<file path="src/rtl/core/cpck_pkg.sv">
// shared types, constants and saturating arithmetic for the coulomb pair kernel
package cpck_pkg;

   typedef logic signed [47:0] q_type;

   localparam q_type Q_MAX = 48'sh7FFF_FFFF_FFFF;
   localparam q_type Q_MIN = 48'sh8000_0000_0000;
   localparam q_type Q_ONE = 48'sh0001_0000_0000;

   localparam int MID_DEPTH  = 4;
   localparam int OUT_DEPTH  = 16;
   localparam int PIPE_DEPTH = 13;
   localparam int MUL_COUNT  = 16;

   typedef enum logic [2:0] {
      KIND_ZERO,
      KIND_UNSW,
      KIND_SH1,
      KIND_SH2,
      KIND_SW
   } kind_type;

   typedef enum logic [1:0] {
      NORM_NONE,
      NORM_SHIFT1,
      NORM_SHIFT2,
      NORM_SWITCH
   } norm_mode_type;

   typedef enum logic [2:0] {
      O14_NONE,
      O14_FULL,
      O14_SHIFT1,
      O14_SHIFT2,
      O14_SWITCH
   } o14_mode_type;

   typedef enum logic [2:0] {
      REG_PAIR_MODES,
      REG_CHARGE_CONSTANT,
      REG_SCALE_ONE_FOUR,
      REG_INV_CUTOFF,
      REG_INV_CUTOFF_SQ,
      REG_CUT_ON_SQ,
      REG_CUT_OFF_SQ,
      REG_SWITCH_NORM
   } reg_index_type;

   typedef struct packed {
      logic        is_one_four;
      q_type       charge_product;
      logic [46:0] dist_sq;
      logic [46:0] inv_dist;
   } req_word_type;

   typedef struct packed {
      q_type energy;
      q_type force_factor;
   } rsp_word_type;

   typedef struct packed {
      logic [4:0]  pair_modes;
      q_type       charge_constant;
      q_type       scale_one_four;
      logic [46:0] inv_cutoff;
      logic [46:0] inv_cutoff_sq;
      logic [46:0] cut_on_sq;
      logic [46:0] cut_off_sq;
      q_type       switch_norm;
   } cfg_type;

   typedef struct packed {
      kind_type    kind;
      logic        one_four;
      q_type       q;
      logic [46:0] r2;
      logic [46:0] rt;
   } work_type;

   function automatic q_type q_ext(input logic [46:0] v);
      return q_type'({1'b0, v});
   endfunction

   function automatic q_type q_sat(input logic signed [55:0] v);
      q_type r;
      if (v > 56'(Q_MAX)) begin
         r = Q_MAX;
      end else if (v < 56'(Q_MIN)) begin
         r = Q_MIN;
      end else begin
         r = v[47:0];
      end
      return r;
   endfunction

   function automatic q_type q_add(input q_type a, input q_type b);
      return q_sat(56'(a) + 56'(b));
   endfunction

   function automatic q_type q_sub(input q_type a, input q_type b);
      return q_sat(56'(a) - 56'(b));
   endfunction

   function automatic q_type q_scale(input q_type a, input logic [3:0] k);
      return q_sat(56'(a) * $signed({52'b0, k}));
   endfunction

   function automatic q_type q_neg(input q_type a);
      return (a == Q_MIN) ? Q_MAX : -a;
   endfunction

endpackage

</file>
<file path="src/rtl/core/cpck_front.sv">
// front end: accepts pairs, picks the formula kind and queues the work for the back end
module cpck_front
   import cpck_pkg::*;
(
   input  logic         clock,
   input  logic         reset,
   input  cfg_type      cfg,
   input  logic         push,
   output logic         full,
   input  req_word_type req_data,
   output logic         wk_valid,
   output work_type     wk_data,
   input  logic         wk_pop
);

   work_type   queue_ff [MID_DEPTH];
   logic [1:0] wr_ptr_ff, wr_ptr_in, rd_ptr_ff, rd_ptr_in;
   logic [2:0] cnt_ff, cnt_in;
   logic       accept, in_on, in_off;
   kind_type   kind;
   work_type   entry;

   assign in_on  = req_data.dist_sq <= cfg.cut_on_sq;
   assign in_off = req_data.dist_sq <= cfg.cut_off_sq;

   always_comb begin
      kind = KIND_ZERO;
      if (!req_data.is_one_four) begin
         case (norm_mode_type'(cfg.pair_modes[1:0]))
            NORM_SHIFT1: kind = KIND_SH1;
            NORM_SHIFT2: kind = KIND_SH2;
            NORM_SWITCH: kind = in_on ? KIND_UNSW : KIND_SW;
            default:     kind = KIND_ZERO;
         endcase
      end else begin
         case (o14_mode_type'(cfg.pair_modes[4:2]))
            O14_FULL:   kind = KIND_UNSW;
            O14_SHIFT1: kind = in_off ? KIND_SH1 : KIND_ZERO;
            O14_SHIFT2: kind = in_off ? KIND_SH2 : KIND_ZERO;
            O14_SWITCH: kind = !in_off ? KIND_ZERO : (in_on ? KIND_UNSW : KIND_SW);
            default:    kind = KIND_ZERO;
         endcase
      end
   end

   assign entry.kind     = kind;
   assign entry.one_four = req_data.is_one_four;
   assign entry.q        = req_data.charge_product;
   assign entry.r2       = req_data.dist_sq;
   assign entry.rt       = req_data.inv_dist;

   assign full     = cnt_ff == 3'(MID_DEPTH);
   assign accept   = push && !full;
   assign wk_valid = cnt_ff != 3'd0;
   assign wk_data  = queue_ff[rd_ptr_ff];

   assign wr_ptr_in = accept ? wr_ptr_ff + 2'd1 : wr_ptr_ff;
   assign rd_ptr_in = wk_pop ? rd_ptr_ff + 2'd1 : rd_ptr_ff;
   assign cnt_in    = cnt_ff + 3'(accept) - 3'(wk_pop);

   always_ff @(posedge clock) begin
      if (accept) begin
         queue_ff[wr_ptr_ff] <= entry;
      end
   end

   always_ff @(posedge clock) begin
      if (reset) begin
         wr_ptr_ff <= '0;
         rd_ptr_ff <= '0;
         cnt_ff    <= '0;
      end else begin
         wr_ptr_ff <= wr_ptr_in;
         rd_ptr_ff <= rd_ptr_in;
         cnt_ff    <= cnt_in;
      end
   end

endmodule

</file>
<file path="config.mk">
export PLATFORM = sky130hd
export DESIGN_NAME = cpck_front
export DESIGN_NICKNAME = d
export VERILOG_FILES = /design/src/rtl/core/cpck_pkg.sv /design/src/rtl/core/cpck_front.sv
export SDC_FILE = /design/constraint.sdc
export NUM_CORES = 1
export LEC_CHECK = 0
export ABC_CLOCK_PERIOD_IN_PS = 6500
export BUFFER_PORTS_ARGS = -buffer_cell sky130_fd_sc_hd__buf_2
export CORE_ASPECT_RATIO = 0.8
export CORE_MARGIN = 10
export CORE_UTILIZATION = 50
export CTS_CLUSTER_SIZE = 25
export DETAILED_ROUTE_END_ITERATION = 10
export GPL_ROUTABILITY_DRIVEN = 0
export PLACE_DENSITY = 0.87
export SLEW_MARGIN = 5
export SYNTH_ARGS = -nofsm -noshare
export SYNTH_HDL_FRONTEND = slang
export SYNTH_SLANG_ARGS = --single-unit
</file>
<file path="constraint.sdc">
create_clock -name clock -period 6.5 [get_ports clock]
set_input_delay 1.3 -clock clock [delete_from_list [all_inputs] [get_ports clock]]
set_output_delay 1.3 -clock clock [all_outputs]
set_load 0.01 [all_outputs]
</file>
### After elaboration in Yosys (flattened, before gate mapping)

Memories as Yosys holds them, arrays and structs flattened. A register that Yosys moved wholly into a read port is not among the register bits.
Cells that the tools add are included.

* eq/ne operators: 8
* order comparisons: 2
* multiplexer cells: 11
* reductions and logical operators: 3
* add/subtract/negate cells: 4

Operators with widths (count)
* $le 47x47->1: 2
* $pmux 3 s4: 1
* $mux 3: 3
* $pmux 3 s3: 1
* $mux 2: 4
* $eq 3x2->1 const B: 2
* $eq 3x3->1 const B: 2
* $add 2x1->2 const B: 2
* $eq 2x2->1 const B: 2
* $add 3x1->3: 1
* $eq 3x1->1 const B: 1
* $reduce_bool 3->1: 1
* $sub 3x1->3: 1
* $eq 2x1->1 const B: 1
* $mux 1: 2
* $logic_and 1x1->1: 1
* $logic_not 1->1: 1

* output and inout port bits: 148
* memories kept: 1
* bits in registers: 7
* RAM bits: 584
* word-level logic and storage cells: 32

Memory list
* queue_ff: words 4, width 146, read ports 1, clocked after memory_dff 1, wr ports 1, line cpck_front.sv:16 `work_type queue_ff [MID_DEPTH];`

### Longest topological paths before layout

* depth after elaboration: 5
* mapped depth: 12

### Worst setup path after synthesis

No wires, ideal clock.

* kind: input to register
* start point: in push
* end point: mem queue_ff[1][0] in the netlist's numbering, enable pin
* setup slack: 0.954 ns
* data arrival time: 5.023 ns
* library setup time: 0.523 ns
* stages on the path: 3
* path buffers: 1
* path through: nor2b_1 clkbuf_1 and2_1

* word-level cells in the longest chain between the ends: 3

Ends and longest elaborated chain
* start: declaration: line cpck_front.sv:8 `input logic push,`
* $logic_and 1x1->1: line cpck_front.sv:53 `assign accept = push && !full;`
* $mux 1: line cpck_front.sv:62 `if (accept) begin`
* $mux 1 (implied by the code): line cpck_front.sv:63 `queue_ff[wr_ptr_ff] <= entry;`
* end: declaration: line cpck_front.sv:16

Every way passes these cells.

### Final worst setup path

* start point: in req_data[57] in the netlist's numbering
* end point: mem queue_ff[0][145] in the netlist's numbering (data pin)

* word-level cells in the longest chain between the ends: 5
* elaborated cells on any way between the ends: 7
* classes of those cells: 2 x order compare; 5 x mux

Ends and longest elaborated chain
* start: declaration: line cpck_front.sv:10 `input req_word_type req_data,`
* $le 47x47->1: line cpck_front.sv:23 `assign in_on = req_data.dist_sq <= cfg.cut_on_sq;`
* $mux 3: line cpck_front.sv:32, cpck_front.sv:40
* $mux 3: line cpck_front.sv:40 `O14_SWITCH: kind = !in_off ? KIND_ZERO : (in_on ? KIND_UNSW : KIND_SW);`
* $pmux 3 s4: line cpck_front.sv:36 `case (o14_mode_type'(cfg.pair_modes[4:2]))`
* $mux 3 *: line cpck_front.sv:28 `if (!req_data.is_one_four) begin`
* via kind[2]: line cpck_front.sv:20 `kind_type kind;`

The timed path passes the listed nets; every way through them passes the cells marked *.

==> metrics.md <==
| Metric | Value |
|---|---|
| Startpoint Class | `input pin` |
| F_max | `231.8 MHz` |
| Pwr Density | `326.2 nW/um2` |
| Avg WL per Cell | `25.39 um` |
| EDFF count, synth | `584` |
| Die width | `264.6 um` |
| Vias in the first global route | `13800` |
| Total CTS buffers | `52` |
| Average instance area after synthesis | `20.64 um2` |
| Syn_nets | `1747` |
| DRT Wirelength | `57180 um` |
| Worst Path Arrival | `4.60 ns` |
| Pre-CTS setup slack | `1.593 ns` |
| # nets final | `2170` |
| First drt pass iteration count | `5` |
| Post CTS Setup Buffer Count | `0` |
| Die height | `215.7 um` |
| Post-synthesis cell type count | `55` |
| Worst skew pair latency | `0.60 ns` |
| CTS tree | `done` |
| Crit path capture type | `flop` |
| Number of hold buffers added after CTS | `0` |
| Sequential fraction of the synthesis area | `74.01%` |
| Port Buffers | `393` |
| Row Count | `71` |
| RSZ-0062 raised after global routing | `no` |
| Via count | `12870` |
| First-iteration detailed-routing DRC count | `1191` |
| Clock tree buffer depth | `3` |
| Setup Viol. Count Final | `0` |
| DRC | `0` |
| Synth Register Bits | `593` |
| GR Overflow Total | `0` |
| Post-cts repair resize count | `0` |
| Critical path peak fanout | `6` |
| Initial Util | `50.75%` |
| Final worst slack | `2.185 ns` |
| Most used flip-flop cell after synthesis | `edfxtp_1` |
| Mapped Cells | `1160` |
| Slew at the pin closest to its max-slew limit | `1.171 ns` |
| Slew margin rel. | `21.33%` |
| Share of cells above drive strength 1 | `39.98%` |
| R2R setup slack | `3.66 ns` |
| Period utilisation layout | `66.38%` |
| Peak supply drop | `0.2641 mV` |
| Commonest non-fill, non-tap cell in the layout | `edfxtp_1` |
| First-pass GRT wire length | `85800 um` |
| Async S/R FF share, synth | `0%` |
| Synthesis Warnings | `0` |
| Filler cells | `3202` |
| CTS H-Tree Depth | `2` |
| Worst Path Required | `6.78 ns` |
| Core area | `47170 um2` |
| Area Overhead vs Synth | `18.72%` |
| Detail Route Antenna Nets | `0` |
| Status | `finished clean` |
| Type of the worst setup path | `in2reg` |
| MaxCap Viol Count | `0` |
| Max Transition Viols Final | `0` |
| Ports | `632` |
| Final min period | `4.315 ns` |
| Highest-count cells in the layout ignoring fill and taps | `edfxtp_1 (584), buf_2 (393), mux4_2 (146)` |
| Clock root cell | `clkbuf_16` |
| Clock transition at the registers of the reported paths | `0.06 ns` |
| GR Util All Layers | `19.87%` |
| Num Clock Sinks | `593` |
| Via density | `5.716` |
| Largest net degree at the start of global routing | `91` |
| Initial antenna violation count | `8` |
| Die ar. | `57080 um2` |
| Hold Crit Class | `reg2reg` |
| Fin. Hold Viols | `0` |
| Sum of negative setup slack | `0 ns` |
| Dpl hpwl | `39140 um` |
| Leak Pwr | `0.01038 uW` |
| Clk_skew | `0.02753 ns` |
| Netlist Area Pre-Place | `23940 um2` |
[worst paths after layout]
kind	startpoint	cells past startpoint	endpoint
max	req_data[57]	9	queue_ff[0][145]$_DFFE_PP_
max reg2reg	cnt_ff[1]$_SDFF_PP0_	4	queue_ff[2][75]$_DFFE_PP_
min	rd_ptr_ff[1]$_SDFFE_PP0P_	2	rd_ptr_ff[1]$_SDFFE_PP0P_
min reg2reg	rd_ptr_ff[1]$_SDFFE_PP0P_	2	rd_ptr_ff[1]$_SDFFE_PP0P_
[synth_stat cells, types with 8 or more instances]
library cell	count	area, um2
nand4_1	14	87.58
buf_1	8	30.03
nand3_1	12	60.06
nand2_1	23	86.33
buf_2	14	70.07
dfxtp_1	9	180.2
o21ai_0	8	40.04
mux4_2	146	3288
inv_1	102	382.9
ha_1	102	1276
edfxtp_1	584	17540
a21oi_1	31	155.2
clkbuf_1	12	45.04
a211oi_1	8	60.06
nor2_1	18	67.56
[critical path: stages]
cell and delay [ns]:
buf_2 0.15, ha_1 0.33, a21oi_1 0.18, o21ai_0 0.12, a221oi_1 0.95, a21oi_1 0.15, a2111oi_1 0.47, o21ai_2 0.23
o31ai_1 0.71
[cell families after synthesis]
logic type	synth area share, %
and+or+nand+nor	2.274
DFF	74.01
AOI/OAI and AO/OA	2.133
xor gates and xnor gates	0.1830
buffers and inverters	2.206
muxes	13.78
adders and majority gates	5.415
[final cells by class]
| class | instances | area (um2) | share of cell area, % |
|---|---|---|---|
| clock buffer | 60 | 1351 | 4.755 |
| tap | 620 | 775.7 | 2.730 |
| clock inverter | 37 | 349.1 | 1.228 |
| antenna | 6 | 15.01 | 0.05283 |
| inverter | 102 | 382.9 | 1.347 |
| timing repair buffer | 403 | 2117 | 7.449 |
| multi-input combinational | 431 | 5703 | 20.07 |
| sequential | 593 | 17720 | 62.37 |
[where the power goes]
| part | leakage (uW) | switching (uW) | internal (uW) |
|---|---|---|---|
| Sequential | 0.00542 | 127 | 4660 |
| Combinational | 0.00413 | 847 | 598 |
| Clock | 0.000829 | 1340 | 1700 |
[metal layers]
metal / GRT usage (%) / wire (um) / vias up
met5: 0 / 14 / -
met4: 6.255 / 1561 / 4
met3: 6.466 / 6105 / 98
met2: 32.28 / 27670 / 664
met1: 25.10 / 21840 / 6533
li1: - / - / 5574
[registers in the layout, summed over array words and instances (netlist names), named ones only]
| name | flops |
|---|---|
| rd_ptr_ff | 2 |
| wr_ptr_ff | 2 |
| queue_ff | 584 |
| cnt_ff | 3 |
[per-stage QoR]
step	util [%]	cells	hold WS [ns]	power (uW)	instance area (um2)
floorplan	-	1160	0.4847	5683	23940
global placement	56.61	2149	0.4994	6238	26700
detailed placement	56.61	2149	0.5176	6313	26700
CTS	60.21	2246	0.5433	9359	28400
global route	60.22	2248	0.5680	9629	28410
finish	60.25	2252	0.5284	9269	28420
Power figures use the tool's default switching activity.
